$ cat src/u8d_pkg.sv
// UTF-8 stream decoder: shared types and constants.
// No dependencies; imported by every module of the decoder.
`timescale 1ns / 1ps
`default_nettype none

package u8d_pkg;

	localparam logic [7:0]  LEAD_MAX      = 8'hF4;
	localparam logic [7:0]  LEAD_MIN      = 8'hC2;
	localparam logic [7:0]  ASCII_LIMIT   = 8'h80;
	localparam logic [7:0]  LEAD3_MIN     = 8'hE0;
	localparam logic [7:0]  LEAD4_MIN     = 8'hF0;
	localparam logic [7:0]  CONT_MASK     = 8'hC0;
	localparam logic [7:0]  CONT_TAG      = 8'h80;
	localparam logic [20:0] CP_LIMIT      = 21'h110000;
	localparam logic [20:0] SURR_LO       = 21'h00D800;
	localparam logic [20:0] SURR_HI       = 21'h00E000;
	localparam logic [20:0] MIN_3BYTE     = 21'h000800;
	localparam logic [20:0] MIN_4BYTE     = 21'h010000;
	localparam logic [20:0] REPL_CHAR     = 21'd63;      // '?'

	localparam logic [2:0]  LEN_NONE      = 3'd0;
	localparam logic [2:0]  LEN_1         = 3'd1;
	localparam logic [2:0]  LEN_2         = 3'd2;
	localparam logic [2:0]  LEN_3         = 3'd3;
	localparam logic [2:0]  LEN_4         = 3'd4;

	localparam int          PADDR_W       = 3;
	localparam logic        REG_STOP_IDX  = 1'b0;        // word index of stop_at_first_error

	// One queue entry: a run of '?' results, then an optional closing result.
	typedef struct packed {
		logic [2:0]  rep_cnt;
		logic        has_final;
		logic [20:0] code_point;
		logic [2:0]  seq_length;
		logic        end_of_string;
		logic        string_valid;
	} u8d_entry_t;

endpackage

`default_nettype wire

$ cat src/utf8_stream_decoder_top.sv
// UTF-8 stream decoder top level: input channel, APB register, front end,
// entry queue and back end. Depends on u8d_pkg, u8d_front, u8d_queue, u8d_back.
`timescale 1ns / 1ps
`default_nettype none

// Decodes one UTF-8 byte per cycle into code points with '?' repair of bad
// bytes (or validation only, when stop_at_first_error is set). A byte is
// classified and entered in the queue in the cycle it is taken; the back end
// then emits its results at one per cycle while out_stall is low; a byte has
// zero to four results, usually one. The input is stalled only when the
// QUEUE_DEPTH-entry queue fills behind an error burst or a stalled output.
module utf8_stream_decoder_top #(
	parameter int QUEUE_DEPTH = 4
) (
	input  wire                          clk,
	input  wire                          arst_n,
	input  wire                          in_valid,
	output logic                         in_stall,
	input  wire  [7:0]                   in_byte,
	output logic                         out_valid,
	input  wire                          out_stall,
	output logic [20:0]                  code_point,
	output logic [2:0]                   seq_length,
	output logic                         bad_byte,
	output logic                         end_of_string,
	output logic                         string_valid,
	output logic                         last_result,
	input  wire                          psel,
	input  wire                          penable,
	input  wire                          pwrite,
	input  wire  [u8d_pkg::PADDR_W-1:0]  paddr,
	input  wire  [31:0]                  pwdata,
	output logic [31:0]                  prdata,
	output logic                         pready
);
	import u8d_pkg::*;

	logic       stop_q;
	logic       accept;
	logic       push;
	logic       full;
	logic       pop;
	logic       head_valid;
	u8d_entry_t push_entry;
	u8d_entry_t head_entry;

	assign pready   = 1'b1;
	assign in_stall = full;
	assign accept   = in_valid && !full;
	assign prdata   = (paddr[PADDR_W-1] == REG_STOP_IDX) ? {31'd0, stop_q} : 32'd0;

	always_ff @(posedge clk or negedge arst_n) begin
		if (!arst_n) begin
			stop_q <= 1'b0;
		end else if (psel && penable && pwrite && pready
		             && (paddr[PADDR_W-1] == REG_STOP_IDX)) begin
			stop_q <= pwdata[0];
		end
	end

	u8d_front u_front (
		.clk                 (clk),
		.arst_n              (arst_n),
		.accept              (accept),
		.in_byte             (in_byte),
		.stop_at_first_error (stop_q),
		.push                (push),
		.entry               (push_entry)
	);

	u8d_queue #(
		.DEPTH (QUEUE_DEPTH)
	) u_queue (
		.clk        (clk),
		.arst_n     (arst_n),
		.push       (push),
		.push_entry (push_entry),
		.full       (full),
		.pop        (pop),
		.head_valid (head_valid),
		.head_entry (head_entry)
	);

	u8d_back u_back (
		.clk           (clk),
		.arst_n        (arst_n),
		.head_valid    (head_valid),
		.head_entry    (head_entry),
		.pop           (pop),
		.out_valid     (out_valid),
		.out_stall     (out_stall),
		.code_point    (code_point),
		.seq_length    (seq_length),
		.bad_byte      (bad_byte),
		.end_of_string (end_of_string),
		.string_valid  (string_valid),
		.last_result   (last_result)
	);

endmodule

`default_nettype wire

$ cat src/u8d_front.sv
// UTF-8 stream decoder: front end. Classifies each byte, tracks the pending
// sequence and turns the byte into at most one queue entry. Depends on u8d_pkg.
`timescale 1ns / 1ps
`default_nettype none

module u8d_front (
	input  wire                 clk,
	input  wire                 arst_n,
	input  wire                 accept,
	input  wire [7:0]           in_byte,
	input  wire                 stop_at_first_error,
	output logic                push,
	output u8d_pkg::u8d_entry_t entry
);
	import u8d_pkg::*;

	logic [20:0] pv_q;
	logic [1:0]  rem_q;
	logic [1:0]  cons_q;
	logic [2:0]  slen_q;
	logic        err_q;

	logic [20:0] pv_n;
	logic [1:0]  rem_n;
	logic [1:0]  cons_n;
	logic [2:0]  slen_n;
	logic        err_n;

	logic [2:0]  rep;
	logic        fin;
	logic [20:0] fin_cp;
	logic [2:0]  fin_len;
	logic        fin_end;
	logic        fin_valid;
	logic        lead_go;
	logic        fin_keep;

	logic [1:0]  c_rem;
	logic [1:0]  c_cons;
	logic [20:0] c_bits;
	logic [20:0] c_pv;
	logic        c_bad;

	always_comb begin
		c_rem  = rem_q - 2'd1;
		c_cons = cons_q + 2'd1;
		case (c_rem)
			2'd0:    c_bits = {15'd0, in_byte[5:0]};
			2'd1:    c_bits = {9'd0, in_byte[5:0], 6'd0};
			2'd2:    c_bits = {3'd0, in_byte[5:0], 12'd0};
			default: c_bits = {in_byte[2:0], 18'd0};
		endcase
		c_pv  = pv_q | c_bits;
		c_bad = ((slen_q == LEN_4) && (c_cons == 2'd2) && (c_pv >= CP_LIMIT))
		     || ((slen_q == LEN_3) && (c_cons == 2'd2)
		         && (((c_pv >= SURR_LO) && (c_pv < SURR_HI)) || (c_pv < MIN_3BYTE)))
		     || ((slen_q == LEN_4) && (c_cons == 2'd3) && (c_pv < MIN_4BYTE));
	end

	always_comb begin
		pv_n      = pv_q;
		rem_n     = rem_q;
		cons_n    = cons_q;
		slen_n    = slen_q;
		err_n     = err_q;
		rep       = 3'd0;
		fin       = 1'b0;
		fin_cp    = 21'd0;
		fin_len   = LEN_NONE;
		fin_end   = 1'b0;
		fin_valid = 1'b0;
		lead_go   = 1'b0;

		if (stop_at_first_error && err_q && (in_byte != 8'd0)) begin
			pv_n   = 21'd0;
			rem_n  = 2'd0;
			cons_n = 2'd0;
			slen_n = LEN_NONE;
		end else if (rem_q != 2'd0) begin
			if ((in_byte & CONT_MASK) != CONT_TAG) begin
				// broken sequence: replace what was taken, then retry as a lead
				rep     = {1'b0, cons_q};
				err_n   = 1'b1;
				pv_n    = 21'd0;
				rem_n   = 2'd0;
				cons_n  = 2'd0;
				slen_n  = LEN_NONE;
				lead_go = 1'b1;
			end else if (c_bad) begin
				rep    = {1'b0, c_cons};
				err_n  = 1'b1;
				pv_n   = 21'd0;
				rem_n  = 2'd0;
				cons_n = 2'd0;
				slen_n = LEN_NONE;
			end else if (c_rem == 2'd0) begin
				fin     = 1'b1;
				fin_cp  = c_pv;
				fin_len = slen_q;
				pv_n    = 21'd0;
				rem_n   = 2'd0;
				cons_n  = 2'd0;
				slen_n  = LEN_NONE;
			end else begin
				pv_n   = c_pv;
				rem_n  = c_rem;
				cons_n = c_cons;
			end
		end else begin
			lead_go = 1'b1;
		end

		if (lead_go) begin
			if (in_byte == 8'd0) begin
				fin       = 1'b1;
				fin_end   = 1'b1;
				fin_valid = !err_n;
				err_n     = 1'b0;
				pv_n      = 21'd0;
				rem_n     = 2'd0;
				cons_n    = 2'd0;
				slen_n    = LEN_NONE;
			end else if (in_byte < ASCII_LIMIT) begin
				fin     = 1'b1;
				fin_cp  = {13'd0, in_byte};
				fin_len = LEN_1;
			end else if ((in_byte > LEAD_MAX) || (in_byte < LEAD_MIN)) begin
				rep    = rep + 3'd1;
				err_n  = 1'b1;
				pv_n   = 21'd0;
				rem_n  = 2'd0;
				cons_n = 2'd0;
				slen_n = LEN_NONE;
			end else if (in_byte < LEAD3_MIN) begin
				pv_n   = {10'd0, in_byte[4:0], 6'd0};
				slen_n = LEN_2;
				rem_n  = 2'd1;
				cons_n = 2'd1;
			end else if (in_byte < LEAD4_MIN) begin
				pv_n   = {5'd0, in_byte[3:0], 12'd0};
				slen_n = LEN_3;
				rem_n  = 2'd2;
				cons_n = 2'd1;
			end else begin
				pv_n   = {in_byte[2:0], 18'd0};
				slen_n = LEN_4;
				rem_n  = 2'd3;
				cons_n = 2'd1;
			end
		end

		// validate mode: once an error is flagged only the end marker survives
		fin_keep = fin && (fin_end || !(stop_at_first_error && err_n));
		if (stop_at_first_error)
			rep = 3'd0;

		entry.rep_cnt       = rep;
		entry.has_final     = fin_keep;
		entry.code_point    = fin_cp;
		entry.seq_length    = fin_len;
		entry.end_of_string = fin_end;
		entry.string_valid  = fin_valid;
		push = accept && ((rep != 3'd0) || fin_keep);
	end

	always_ff @(posedge clk or negedge arst_n) begin
		if (!arst_n) begin
			pv_q   <= 21'd0;
			rem_q  <= 2'd0;
			cons_q <= 2'd0;
			slen_q <= LEN_NONE;
			err_q  <= 1'b0;
		end else if (accept) begin
			pv_q   <= pv_n;
			rem_q  <= rem_n;
			cons_q <= cons_n;
			slen_q <= slen_n;
			err_q  <= err_n;
		end
	end

endmodule

`default_nettype wire

$ cat src/u8d_queue.sv
// UTF-8 stream decoder: small FIFO of result entries between front and back.
// Depends on u8d_pkg for the entry type.
`timescale 1ns / 1ps
`default_nettype none

module u8d_queue #(
	parameter int DEPTH = 4
) (
	input  wire                 clk,
	input  wire                 arst_n,
	input  wire                 push,
	input  u8d_pkg::u8d_entry_t push_entry,
	output logic                full,
	input  wire                 pop,
	output logic                head_valid,
	output u8d_pkg::u8d_entry_t head_entry
);
	import u8d_pkg::*;

	localparam int PtrW = (DEPTH > 1) ? $clog2(DEPTH) : 1;
	localparam int CntW = $clog2(DEPTH + 1);

	u8d_entry_t     mem [DEPTH];
	logic [PtrW-1:0] wr_ptr_q;
	logic [PtrW-1:0] rd_ptr_q;
	logic [CntW-1:0] count_q;
	logic            do_pop;

	assign full       = (count_q == CntW'(DEPTH));
	assign head_valid = (count_q != '0);
	assign head_entry = mem[rd_ptr_q];
	assign do_pop     = pop && head_valid;

	always_ff @(posedge clk) begin
		if (push)
			mem[wr_ptr_q] <= push_entry;
	end

	always_ff @(posedge clk or negedge arst_n) begin
		if (!arst_n) begin
			wr_ptr_q <= '0;
			rd_ptr_q <= '0;
			count_q  <= '0;
		end else begin
			if (push)
				wr_ptr_q <= (wr_ptr_q == PtrW'(DEPTH - 1)) ? '0 : wr_ptr_q + 1'b1;
			if (do_pop)
				rd_ptr_q <= (rd_ptr_q == PtrW'(DEPTH - 1)) ? '0 : rd_ptr_q + 1'b1;
			if (push && !do_pop)
				count_q <= count_q + 1'b1;
			else if (!push && do_pop)
				count_q <= count_q - 1'b1;
		end
	end

endmodule

`default_nettype wire

$ cat src/u8d_back.sv
// UTF-8 stream decoder: back end. Expands one queue entry into its results
// and holds them in the output register. Depends on u8d_pkg.
`timescale 1ns / 1ps
`default_nettype none

module u8d_back (
	input  wire                 clk,
	input  wire                 arst_n,
	input  wire                 head_valid,
	input  u8d_pkg::u8d_entry_t head_entry,
	output logic                pop,
	output logic                out_valid,
	input  wire                 out_stall,
	output logic [20:0]         code_point,
	output logic [2:0]          seq_length,
	output logic                bad_byte,
	output logic                end_of_string,
	output logic                string_valid,
	output logic                last_result
);
	import u8d_pkg::*;

	logic        out_valid_q;
	logic [2:0]  idx_q;
	logic [20:0] cp_q;
	logic [2:0]  len_q;
	logic        bad_q;
	logic        end_q;
	logic        sv_q;
	logic        last_q;

	logic        load;
	logic        in_rep;
	logic        last;
	logic [20:0] cp_d;
	logic [2:0]  len_d;

	always_comb begin
		load   = head_valid && (!out_valid_q || !out_stall);
		in_rep = (idx_q < head_entry.rep_cnt);
		if (in_rep) begin
			last  = ((idx_q + 3'd1) == head_entry.rep_cnt) && !head_entry.has_final;
			cp_d  = REPL_CHAR;
			len_d = LEN_1;
		end else begin
			last  = 1'b1;
			cp_d  = head_entry.code_point;
			len_d = head_entry.seq_length;
		end
		pop = load && last;
	end

	always_ff @(posedge clk or negedge arst_n) begin
		if (!arst_n) begin
			out_valid_q <= 1'b0;
			idx_q       <= 3'd0;
		end else begin
			if (load) begin
				out_valid_q <= 1'b1;
				idx_q       <= last ? 3'd0 : idx_q + 3'd1;
			end else if (!out_stall) begin
				out_valid_q <= 1'b0;
			end
		end
	end

	always_ff @(posedge clk) begin
		if (load) begin
			cp_q   <= cp_d;
			len_q  <= len_d;
			bad_q  <= in_rep;
			end_q  <= !in_rep && head_entry.end_of_string;
			sv_q   <= !in_rep && head_entry.string_valid;
			last_q <= last;
		end
	end

	assign out_valid     = out_valid_q;
	assign code_point    = cp_q;
	assign seq_length    = len_q;
	assign bad_byte      = bad_q;
	assign end_of_string = end_q;
	assign string_valid  = sv_q;
	assign last_result   = last_q;

endmodule

`default_nettype wire

$ cat config.mk
export PLATFORM = sky130hd
export DESIGN_NAME = utf8_stream_decoder_top
export DESIGN_NICKNAME = d
export VERILOG_FILES = /design/src/u8d_pkg.sv /design/src/utf8_stream_decoder_top.sv /design/src/u8d_front.sv /design/src/u8d_queue.sv /design/src/u8d_back.sv
export SDC_FILE = /design/constraint.sdc
export NUM_CORES = 1
export LEC_CHECK = 0
export CORE_MARGIN = 5
export CORE_UTILIZATION = 40
export DETAILED_ROUTE_END_ITERATION = 7
export DONT_BUFFER_PORTS = 1
export PLACE_DENSITY = 0.65
export SYNTH_ARGS = -nofsm -noshare
export SYNTH_HDL_FRONTEND = slang
export SYNTH_SLANG_ARGS = --single-unit
$ cat constraint.sdc
create_clock -name clk -period 4.8 [get_ports clk]
set_input_delay 0.96 -clock clk [delete_from_list [all_inputs] [get_ports clk]]
set_output_delay 0.96 -clock clk [all_outputs]
set_load 0.01 [all_outputs]
==> out/metrics.yaml <==
io_pins: 113
routed_wl_um: 16200
post_cts_buffers: 0
arrival_ns: 4.90
yosys_warnings: 0
synth-seq-cells: 189
rsz0062_at_grt: "no"
die-area_sq_um: 24000
tritoncts: "built"
num_rows: 53
wl_met2_um: 8200
drive_gt1_share_pct: 17.7
required_ns: 5.12
synth_top_cell_by_area: "edfxtp_1"
htreeDepth: 4
power_per_cell_area_nw_per_um2: 564
place_hpwl_um: 10500
die_x_um: 155
async_flop_share_pct: 21.7
clk_path_buf_depth: 2
cts_buffers: 17
final_cell_area_sq_um: 9260
synthDistinctLibCells: 61
path_depth: 16
finalCriticalPeriod_ns: 4.58
reg2reg_depth: 16
met3_length_um: 942
synthToLayoutAreaGrowth_pct: 10.5
hold_viol: 0
ant_nets: 0
max_cap_viol_count: 0
syn_avg_cell_area_sq_um: 14.8
drc: 0
fin_setup_tns_ns: 0
synth-edff-count: 148
nets: 642
seqCellArea_sq_um: 5470
worstMarginPinSlew_ns: 0.903
grt_overflow_total: 0
maxUsedRoutingLayer: "met4"
dominantRegCellSynth: "edfxtp_1"
final_max_slew_viol_count: 0
clock.fmax_ghz: 0.218
finClkSkew_ns: 0.0128
startpoint_type: "flip-flop"
gp_congestion: 0.856
placed_area_sq_um: 8630
die_y_um: 155
avgRoutedWirePerCell_um: 18.9
fillers: 1833
fin_util_pct: 44.5
setup_viol: 0
antenna_found_initial: 0
crit_slowest_cell: "or4b_4"
synth_seq_area_share_pct: 65.2
grt_max_degree: 42
core_sq_um: 20800
slew_headroom_pct: 39.8
finalCritPeriodShare_pct: 95.4
drt_pass1_iterations: 5
num_vias: 4610
clk_pin_slew_ns: 0.07
clk_latency_ns: 0.43
wl_met1_um: 6740
yosys.area.top_type_share_pct: 53.0
multi_input_area_sq_um: 2630
end_kind: "flip-flop"
cpPeakStageDelay_ns: 0.52
crit_chain: "inv_1 > ha_2 > and3b_1 > or4b_4 > o22ai_2 > o31ai_2 > a2111oi_4 > ha_1 > or3_1 > o211ai_1 > o41a_1 > o31ai_4 > ha_1 > inv_1 > fa_1 > mux2_2"
cts_num_sinks: 189
cp.buffers_inverters: 2
grt_pass1_vias: 4775
grt_pass1_wl_um: 26500
grt_use_total_pct: 14.4
path_class: "reg2reg"
start_util_pct: 40.3
synth_area_leaders: "edfxtp_1 53%, dfrtp_1 12%, mux4_2 8.1%"
cp_top_family: "compound AO/OA/AOI/OAI gates"
cp_max_fo: 7
vias_per_cell: 5.35
synth_area_sq_um: 8390
drtIter0Drc: 359
root_buffer: "clkbuf_16"
diodes: 0
peakVddDrop_mv: 0.249
port_buffers: 0
status: "finished, final reports clean"
syn-instance-count: 566
min_path_type: "in2async"
p_leak_uw: 0.00334
==> path summary, 6_finish.rpt <==
| path | start | to | slack [ns] |
|---|---|---|---|
| setup / recovery | u_front.rem_q[0] | u_queue.count_q[1] | 0.22 |
| setup reg to reg | u_front.rem_q[0] | u_queue.count_q[1] | 0.22 |
| max in group asynchronous | arst_n | u_front.rem_q[1] | 4.47 |
| hold reg to reg | u_front.pv_q[5] | u_front.pv_q[5] | 0.49 |
| min in group clk | u_front.pv_q[5] | u_front.pv_q[5] | 0.49 |
| hold / removal | arst_n | u_back.out_valid | 0.22 |
==> layer usage <==
layer,track usage (%),up-vias
li1,-,2090
met1,17.7,2328
met2,24.2,160
met3,3.75,32
met4,5.80,0
met5,0,-
==> sequential cells by signal (all words and copies together), names as in the netlist, 2 cells and up <==
signal and flops:
u_back.code_point 21, u_back.idx_q 3, u_back.seq_length 3, u_front.cons_q 2, u_front.pv_q 21, u_front.rem_q 2, u_front.slen_q 3, u_queue.count_q 3
u_queue.mem 120, u_queue.rd_ptr_q 2, u_queue.wr_ptr_q 2
==> metrics by stage <==
step                      power [uW]  setup slack [ns]  cells  hold slack (ns)
after CTS                       5280          0.000456    861            0.197
after detailed placement        3830            0.0118    829            0.474
after global routing            5540            0.0308    861            0.190
after global placement          3770            0.0927    829            0.471
after floorplan                 3460            0.0481    596            0.453
final                           5220             0.220    861            0.217
==> cell families after synthesis <==
| kind of cell | Yosys count | share of synthesized area, % |
|---|---|---|
| flops | 189 | 65.2 |
| simple gates | 135 | 8.70 |
| compound gates | 99 | 8.13 |
| buf+inv | 78 | 5.16 |
| mux | 36 | 8.94 |
| fa+ha+maj | 19 | 2.92 |
| xor+xnor | 8 | 0.835 |
| other cells | 2 | 0.0895 |
==> worst register-to-register path, cell delays in order (launching register included) <==
cell and delay [ns]:
dfrtp_2 0.45, inv_1 0.12, ha_2 0.24, and3b_1 0.23, or4b_4 0.52, o22ai_2 0.17
o31ai_2 0.15, a2111oi_4 0.39, ha_1 0.31, or3_1 0.37, o211ai_1 0.17, o41a_1 0.25
o31ai_4 0.11, ha_1 0.26, inv_1 0.07, fa_1 0.40, mux2_2 0.26
==> layout by cell type (no fill, tap or decap), drive strengths merged, types with 2 or more instances in the layout <==
cell    Yosys  routed
nand4       5       5
clkinv      1       5
a21o        7       7
xnor2       6       6
o21bai      2       2
clkbuf     17      21
o211ai      5       5
a31oi       5       5
and2       10      10
ha         18      18
o31ai       4       4
nor4        3       3
nor2       33      33
nor3        9       9
or4         3       3
conb        2      32
nor3b       3       3
and3        4       4
a22o       17      17
nor2b      22      22
dfrtp      41      41
o21a        2       2
mux2        5       5
o21ai      15      15
or2         9       9
xor2        2       2
buf        42      17
o22ai       3       3
mux4       30      30
edfxtp    148     148
inv        18      21
nand3       8       8
a21oi      32      32
bufinv      0       3
nand2      17      17
==> repair_timing <==
item,4_1_cts,5_1_grt
resized for setup,0,5
hold buffers,0,0
endpoints found under the setup margin,0,2
endpoints found under the hold margin,0,0
==> power breakdown <==
part | internal, uW | total, uW | switching, uW | leakage (uW)
Sequential | 2150 | 2360 | 215 | 0.00192
Clock | 854 | 1450 | 596 | 0.000299
Combinational | 621 | 1410 | 790 | 0.00112
Total | 3620 | 5220 | 1600 | 0.00334
==> cell type report <==
type	count	area share, %
Inverter	19	0.783
Sequential cell	189	59.1
Clock buffer	21	4.97
Multi-Input combinational cell	329	28.4
Tap cell	275	3.71
Timing Repair Buffer	17	1.38
Clock inverter	11	1.67
==> synth_stat cells, types with 4 or more instances <==
cell type and n:
a21o_1 7, a21oi_1 32, a22o_1 17, a31oi_1 5
and2_1 10, and3_1 4, buf_1 5, buf_4 32
clkbuf_1 17, dfrtp_1 41, edfxtp_1 148, ha_1 18
inv_1 18, mux4_2 30, nand2_1 17, nand3_1 8
nand4_1 5, nor2_1 33, nor2b_1 22, nor3_1 9
o211ai_1 5, o21ai_0 14, or2_2 8, xnor2_1 6
(Power assumes the default switching activity.)
